<file path="src/hw/rtl/bdq_pkg.sv">
// shared types and codes for the bounded deque
package bdq_pkg;

   // operation codes carried in the kind field
   localparam logic [2:0] KIND_PUSH_FRONT = 3'd0;
   localparam logic [2:0] KIND_PUSH_BACK  = 3'd1;
   localparam logic [2:0] KIND_LIST_ALL   = 3'd2;
   localparam logic [2:0] KIND_POP_FRONT  = 3'd3;
   localparam logic [2:0] KIND_POP_BACK   = 3'd4;

   // result status codes
   localparam logic [1:0] STATUS_OK    = 2'd0;
   localparam logic [1:0] STATUS_EMPTY = 2'd1;
   localparam logic [1:0] STATUS_FULL  = 2'd2;

   localparam int unsigned OCC_WIDTH = 6;

   typedef struct packed {
      logic [2:0]         kind;
      logic signed [31:0] value;
   } bdq_req_type;

   typedef struct packed {
      logic signed [31:0]    element;
      logic [1:0]            status;
      logic [OCC_WIDTH-1:0]  occupancy;
      logic                  last;
   } bdq_rsp_type;

   // controller to datapath
   typedef struct packed {
      logic start;
      logic advance;
   } bdq_cmd_type;

   // datapath to controller
   typedef struct packed {
      logic kind_ok;
      logic list_more;
   } bdq_stat_type;

endpackage

</file>
<file path="src/hw/rtl/bdq_ctrl.sv">
// handshake controller for the bounded deque
module bdq_ctrl (
   input  logic                  clock,
   input  logic                  reset,
   input  logic                  req_valid,
   output logic                  req_ready,
   output logic                  rsp_valid,
   input  logic                  rsp_ready,
   input  bdq_pkg::bdq_stat_type stat,
   output bdq_pkg::bdq_cmd_type  cmd
);

   typedef enum logic {
      ST_IDLE,
      ST_RESP
   } state_type;

   state_type state_ff;
   logic      ready_ff;
   logic      valid_ff;
   logic      accept;
   logic      take;

   assign accept      = req_valid & ready_ff;
   assign take        = valid_ff & rsp_ready;
   assign cmd.start   = accept;
   assign cmd.advance = take & stat.list_more;
   assign req_ready   = ready_ff;
   assign rsp_valid   = valid_ff;

   always_ff @(posedge clock) begin
      if (reset) begin
         state_ff <= ST_IDLE;
         ready_ff <= 1'b1;
         valid_ff <= 1'b0;
      end else begin
         unique case (state_ff)
            ST_IDLE: begin
               if (accept && stat.kind_ok) begin
                  state_ff <= ST_RESP;
                  ready_ff <= 1'b0;
                  valid_ff <= 1'b1;
               end
            end
            ST_RESP: begin
               if (take && !stat.list_more) begin
                  state_ff <= ST_IDLE;
                  ready_ff <= 1'b1;
                  valid_ff <= 1'b0;
               end
            end
            default: begin
               state_ff <= ST_IDLE;
               ready_ff <= 1'b1;
               valid_ff <= 1'b0;
            end
         endcase
      end
   end

   // never take a new word while a result is on offer
   a_excl: assert property (@(posedge clock) disable iff (reset) !(ready_ff && valid_ff))
      else $error("ready and valid high together");

   // a valid operation always produces a result in the next cycle
   a_resp: assert property (@(posedge clock) disable iff (reset)
      (accept && stat.kind_ok) |=> valid_ff)
      else $error("accepted word without result");

endmodule

</file>
<file path="src/hw/rtl/bdq_dpath.sv">
// ring store, pointers and result register for the bounded deque
module bdq_dpath #(
   parameter int CAPACITY    = 32,
   parameter int VALUE_WIDTH = 32
) (
   input  logic                  clock,
   input  logic                  reset,
   input  bdq_pkg::bdq_req_type  req_data,
   input  bdq_pkg::bdq_cmd_type  cmd,
   output bdq_pkg::bdq_stat_type stat,
   output bdq_pkg::bdq_rsp_type  rsp_data
);

   localparam int PW = $clog2(CAPACITY);
   localparam int CW = $clog2(CAPACITY + 1);

   logic signed [VALUE_WIDTH-1:0] store_mem [CAPACITY];
   logic signed [VALUE_WIDTH-1:0] rd_data_ff;

   logic [PW-1:0] front_ff, front_in;
   logic [CW-1:0] count_ff, count_in;
   logic [PW-1:0] list_ptr_ff, list_ptr_in;
   logic [CW-1:0] remain_ff, remain_in;
   logic          listing_ff, listing_in;
   logic [1:0]    status_ff, status_in;
   logic          elem_sel_ff, elem_sel_in;

   logic          wr_en, rd_en;
   logic [PW-1:0] wr_addr, rd_addr;
   logic [PW-1:0] front_m1, front_p1, list_next, back_idx, last_idx;
   logic [CW:0]   back_sum, last_sum;
   logic          full, empty, kind_ok;
   logic signed [VALUE_WIDTH-1:0] wr_value;

   assign full     = (count_ff == CW'(CAPACITY));
   assign empty    = (count_ff == '0);
   assign front_m1 = (front_ff == '0) ? PW'(CAPACITY - 1) : front_ff - PW'(1);
   assign front_p1 = (front_ff == PW'(CAPACITY - 1)) ? '0 : front_ff + PW'(1);
   assign list_next = (list_ptr_ff == PW'(CAPACITY - 1)) ? '0 : list_ptr_ff + PW'(1);
   assign back_sum = (CW+1)'(front_ff) + (CW+1)'(count_ff);
   assign last_sum = back_sum - (CW+1)'(1);
   assign back_idx = (back_sum >= (CW+1)'(CAPACITY)) ?
                     PW'(back_sum - (CW+1)'(CAPACITY)) : PW'(back_sum);
   assign last_idx = (last_sum >= (CW+1)'(CAPACITY)) ?
                     PW'(last_sum - (CW+1)'(CAPACITY)) : PW'(last_sum);
   assign wr_value = VALUE_WIDTH'(req_data.value);
   assign kind_ok  = (req_data.kind <= bdq_pkg::KIND_POP_BACK);

   always_comb begin
      front_in    = front_ff;
      count_in    = count_ff;
      list_ptr_in = list_ptr_ff;
      remain_in   = remain_ff;
      listing_in  = listing_ff;
      status_in   = status_ff;
      elem_sel_in = elem_sel_ff;
      wr_en       = 1'b0;
      wr_addr     = back_idx;
      rd_en       = 1'b0;
      rd_addr     = front_ff;
      if (cmd.start && kind_ok) begin
         listing_in  = 1'b0;
         remain_in   = '0;
         elem_sel_in = 1'b0;
         status_in   = bdq_pkg::STATUS_OK;
         unique case (req_data.kind)
            bdq_pkg::KIND_PUSH_FRONT, bdq_pkg::KIND_PUSH_BACK: begin
               if (full) begin
                  status_in = bdq_pkg::STATUS_FULL;
               end else begin
                  wr_en    = 1'b1;
                  count_in = count_ff + CW'(1);
                  if (req_data.kind == bdq_pkg::KIND_PUSH_FRONT) begin
                     wr_addr  = front_m1;
                     front_in = front_m1;
                  end
               end
            end
            bdq_pkg::KIND_LIST_ALL: begin
               if (empty) begin
                  status_in = bdq_pkg::STATUS_EMPTY;
               end else begin
                  rd_en       = 1'b1;
                  list_ptr_in = front_ff;
                  remain_in   = count_ff - CW'(1);
                  listing_in  = 1'b1;
                  elem_sel_in = 1'b1;
               end
            end
            default: begin
               // pop front or pop back
               if (empty) begin
                  status_in = bdq_pkg::STATUS_EMPTY;
               end else begin
                  rd_en       = 1'b1;
                  elem_sel_in = 1'b1;
                  count_in    = count_ff - CW'(1);
                  if (req_data.kind == bdq_pkg::KIND_POP_FRONT) begin
                     front_in = front_p1;
                  end else begin
                     rd_addr = last_idx;
                  end
               end
            end
         endcase
      end else if (cmd.advance) begin
         rd_en       = 1'b1;
         rd_addr     = list_next;
         list_ptr_in = list_next;
         remain_in   = remain_ff - CW'(1);
      end
   end

   always_ff @(posedge clock) begin
      if (wr_en) begin
         store_mem[wr_addr] <= wr_value;
      end
      if (rd_en) begin
         rd_data_ff <= store_mem[rd_addr];
      end
   end

   always_ff @(posedge clock) begin
      if (reset) begin
         front_ff   <= '0;
         count_ff   <= '0;
         listing_ff <= 1'b0;
         remain_ff  <= '0;
      end else begin
         front_ff   <= front_in;
         count_ff   <= count_in;
         listing_ff <= listing_in;
         remain_ff  <= remain_in;
      end
      list_ptr_ff <= list_ptr_in;
      status_ff   <= status_in;
      elem_sel_ff <= elem_sel_in;
   end

   assign stat.kind_ok   = kind_ok;
   assign stat.list_more = listing_ff && (remain_ff != '0);

   assign rsp_data.element   = elem_sel_ff ? 32'(rd_data_ff) : '0;
   assign rsp_data.status    = status_ff;
   assign rsp_data.occupancy = bdq_pkg::OCC_WIDTH'(count_ff);
   assign rsp_data.last      = !listing_ff || (remain_ff == '0);

   // occupancy never passes capacity
   a_count: assert property (@(posedge clock) disable iff (reset)
      count_ff <= CW'(CAPACITY))
      else $error("count above capacity");

   // a listing walk never runs past the stored elements
   a_walk: assert property (@(posedge clock) disable iff (reset)
      listing_ff |-> (remain_ff < count_ff))
      else $error("listing past occupancy");

endmodule

</file>
<file path="src/hw/rtl/bounded_deque_with_listing.sv">
// bounded deque top level: push or pop at either end, list from front to back
// result: a push or pop result is registered and offered in the cycle after the word is accepted
// push and pop: no new word is accepted until the result of the last one has been taken
// listing: first element in the cycle after accept, then one element per cycle while results are taken at once
// rate is set by the single result register and the one read port of the ring store
// reset: pointer and count cleared, store contents undefined until written, no clearing pass
module bounded_deque_with_listing #(
   parameter int CAPACITY    = 32,
   parameter int VALUE_WIDTH = 32
) (
   input  logic                 clock,
   input  logic                 reset,
   // request side
   input  logic                 req_valid,
   output logic                 req_ready,
   input  bdq_pkg::bdq_req_type req_data,
   // response side
   output logic                 rsp_valid,
   input  logic                 rsp_ready,
   output bdq_pkg::bdq_rsp_type rsp_data
);

   // command and status between the controller and the datapath
   bdq_pkg::bdq_cmd_type  cmd;
   bdq_pkg::bdq_stat_type stat;

   // controller: idle waiting for a word, or offering a result
   bdq_ctrl u_ctrl (
      .clock     (clock),
      .reset     (reset),
      .req_valid (req_valid),
      .req_ready (req_ready),
      .rsp_valid (rsp_valid),
      .rsp_ready (rsp_ready),
      .stat      (stat),
      .cmd       (cmd)
   );

   // datapath: ring store with registered read, front pointer, count, listing walk
   bdq_dpath #(
      .CAPACITY    (CAPACITY),
      .VALUE_WIDTH (VALUE_WIDTH)
   ) u_dpath (
      .clock    (clock),
      .reset    (reset),
      .req_data (req_data),
      .cmd      (cmd),
      .stat     (stat),
      .rsp_data (rsp_data)
   );

endmodule

</file>
<file path="config.mk">
export PLATFORM = sky130hd
export DESIGN_NAME = bounded_deque_with_listing
export DESIGN_NICKNAME = d
export VERILOG_FILES = /design/src/hw/rtl/bdq_pkg.sv /design/src/hw/rtl/bdq_ctrl.sv /design/src/hw/rtl/bdq_dpath.sv /design/src/hw/rtl/bounded_deque_with_listing.sv
export SDC_FILE = /design/constraint.sdc
export NUM_CORES = 1
export LEC_CHECK = 0
export BUFFER_PORTS_ARGS = -buffer_cell sky130_fd_sc_hd__buf_2
export CAP_MARGIN = 5
export CORE_MARGIN = 8
export CORE_UTILIZATION = 45
export DETAILED_ROUTE_END_ITERATION = 8
export GPL_TIMING_DRIVEN = 0
export SYNTH_ARGS = -nofsm -noshare
export SYNTH_HDL_FRONTEND = slang
export SYNTH_SLANG_ARGS = --single-unit
</file>
<file path="constraint.sdc">
create_clock -name clock -period 9.6 [get_ports clock]
set_clock_uncertainty 0.2 [all_clocks]
set_input_delay 0.96 -clock clock [delete_from_list [all_inputs] [get_ports clock]]
set_output_delay 0.96 -clock clock [all_outputs]
set_load 0.05 [all_outputs]
</file>
==> run metrics <==
switching power of the nets=2.51 mW; CTS Root Cell=clkbuf_16; final setup violation count=0; count of distinct cell types in the synthesized netlist=70; Die ar.=108,000 sq um; count of non-filler cells in the finished layout=~4k; maximum VDD drop=roughly 0.15 mV; Fmax achieved=194 MHz; Total Power Consumption=10.7 mW; IO buf count=79; most used flip-flop cell after synthesis=edfxtp_1; number of clock sinks seen by CTS=1,085; detailed-routing iteration count for the pre-antenna-repair pass=5; aggregate global-route resource usage=a little under a fifth; status=completed; required arrival time at the worst endpoint=9760 ps; Net Count, Synth=2,449; Lkg Pwr=~17 nW; total standard cell area after synthesis=approximately 44,000 sq um; area added between synthesis and finish=14.9%; detailed-route via count=22.4k; endpoint kind of the worst setup timing path=flop; Gate Count Post-Synth=2,396; power density normalized to cell area=212 nW/um^2; most common cell after layout, fill and taps aside=edfxtp_1; type of the most critical hold path=flop to flop; starting density of the core=between 40% and 50%; number of nets with antenna violations after routing=0; Chip Height=328 um; core utilization of the finished layout=approximately 52%; row count=between 100 and 150; total count of max-transition violations in the final report=0; number of DRC violations after detailed routing=0; fraction of power consumed by sequential logic=49.4%; core outline area=96,600 sq um; total negative slack=0 ps; number of enable flip-flop cells after synthesis=~1.1k; number of buffers between clock root and the deepest sink=3; sum of routed wire length over all layers=between 100,000 and 150,000 um; internal power=about 8.1 mW; number of resized instances in the post-cts repair step=0; CP arrival=5330 ps; pin count of the biggest net entering global routing=33; post-synthesis async set-or-reset flop share=0%; CTS tree=yes; number of warnings reported in the yosys synthesis log=0; via density per instance=5.62; shortest period the worst path allows=5170 ps; post-CTS setup buffers=0; fraction of final layout cells sized beyond drive strength 1=19.0%; count of maximum capacitance violations=0; GPL Wtd Cong=approximately 0.9; CTS H-tree lvls=3; insertion delay of the later-clocked pin in the worst-skew pair=between 600 and 700 ps; portion of the post-synthesis area used by sequential elements=73.9%; number of buffers added by the clock tree synthesis step=109; via count of the first global-routing pass=approximately 23k; first-pass GRT wire length=152,000 um; total overflow reported by the global router=0; Startpoint Class=flop; Placed Cells incl. Taps=3,783; Routed wire per std cell=26.2 um; flop and latch count out of synthesis=approximately 1.1k; number of hold buffers added after CTS=0; Die Span X=328 um; unrepaired setup endpoints after global routing=no; clock network fraction of total power=40.1%; num ports=82; transition time of the tightest slew-check pin=between 1000 and 1500 ps; part of the power in combinational logic=10.5%; half-perimeter wire length after placement=71,300 um; critical path type=flop to flop; final clock period utilization by the worst path=53.8%; net switching fraction of the power=between 20% and 30%; critical path fanouts, max=17; count of nets after finishing=~2.7k; highest-count cells in the layout ignoring fill and taps=edfxtp_1, mux2i_1, buf_2, o22ai_1, clkbuf_16; number of antenna violations at the first check in global routing=6; Final Hold Fails=0; clock slew seen by the registers of the worst setup and hold paths=around 60 ps; Initial DRC Count=2,089; worst rel slew slack=13.0%; mean post-synth cell area=between 15 and 20 sq um
==> cell usage after synthesis (3+ instances only) <==
cell	count	share of area, %
nand2b_1	7	0.10
o22ai_1	128	1.8
nand3_1	10	0.11
mux2i_1	578	13
buf_2	64	0.73
xnor2_1	13	0.26
o21ai_0	11	0.13
nand2_1	79	0.68
o211ai_1	10	0.17
a21o_1	6	0.10
a211oi_1	7	0.12
mux2_2	4	0.10
nand4_1	6	0.086
nor4b_2	32	1.1
nor2_1	61	0.52
a21oi_1	24	0.27
dfxtp_1	21	0.96
mux4_2	62	3.2
clkbuf_1	41	0.35
ha_1	13	0.37
inv_1	15	0.13
buf_1	3	0.026
edfxtp_1	1064	73
and2_1	35	0.50
o31ai_1	4	0.069
a2111oi_0	3	0.060
nor3_1	12	0.14
buf_4	6	0.10
buf_6	15	0.39
xor2_1	8	0.16
and3_1	6	0.086
==> through the flow <==
step	hold slack [ps]	area [sq um]	setup WS, ps
floorplan	245	43800	4720
global placement	264	45800	2920
detailed placement	266	46800	4370
CTS	274	50400	4440
global route	309	50400	4060
finish	272	50400	4430
==> flip-flops by register name, summed over array words and instances (netlist names) <==
register             count
u_ctrl.req_ready         1
u_ctrl.rsp_valid         1
u_ctrl.state_ff          1
u_dpath.count_ff         6
u_dpath.elem_sel_ff      1
u_dpath.front_ff         5
u_dpath.list_ptr_ff      5
u_dpath.listing_ff       1
u_dpath.rd_data_ff      32
u_dpath.remain_ff        6
u_dpath.status_ff        2
u_dpath.store_mem     1024
==> logic make-up after synthesis <==
kind of cell,count (synthesis),synth area share (%)
AOI/OAI and AO/OA,218,3.30
xor gates and xnor gates,22,0.471
adders and majority gates,14,0.417
buffers and inverters,149,1.83
DFF,1085,73.9
muxes,645,16.5
and+or+nand+nor,263,3.59
==> worst paths after layout <==
path	slack, ps	startpoint	endpoint	depth (start not counted)
max	4430	u_dpath.count_ff[0]	u_dpath.store_mem[8][10]	10
min	270	u_dpath.listing_ff	u_dpath.listing_ff	2
max reg2reg	4430	u_dpath.count_ff[0]	u_dpath.store_mem[8][10]	10
min reg2reg	270	u_dpath.listing_ff	u_dpath.listing_ff	2
==> critical path, cell delays in order, from the launching register on <==
cell and delay, ps:
dfxtp_1 490, inv_1 150, ha_1 280, nor4b_2 200, a2111oi_0 860, nand2b_1 120, clkbuf_1 210, a21oi_1 310
nand3_1 820, nor2_4 940, buf_16 250
==> final cells by class <==
class	count	area, sq um
antenna	3	7.51
fill	7600	46200
timing repair buffer	111	1090
multi-input combinational	1162	10900
buffer	132	739
sequential	1085	32400
inverter	17	63.8
clock inverter	77	801
clock buffer	126	2810
tap	1276	1600
==> per-layer routing <==
layer,vias up,global-route usage (%),routed length (um)
met5,-,0,24
met4,4,4.64,1970
met3,124,3.46,7570
met2,742,30.7,49400
met1,11531,26.9,45600
li1,10036,-,-
==> power by group through the flow <==
stage,registers (mW),clock network (mW),logic [mW]
after floorplan,5.38,0,0.706
after global placement,5.37,0,1.08
after detailed placement,5.37,0,1.12
after CTS,5.27,4.34,1.12
after global routing,5.27,4.51,1.19
final,5.27,4.27,1.12
No activity file was read; power rests on OpenSTA's default activity.
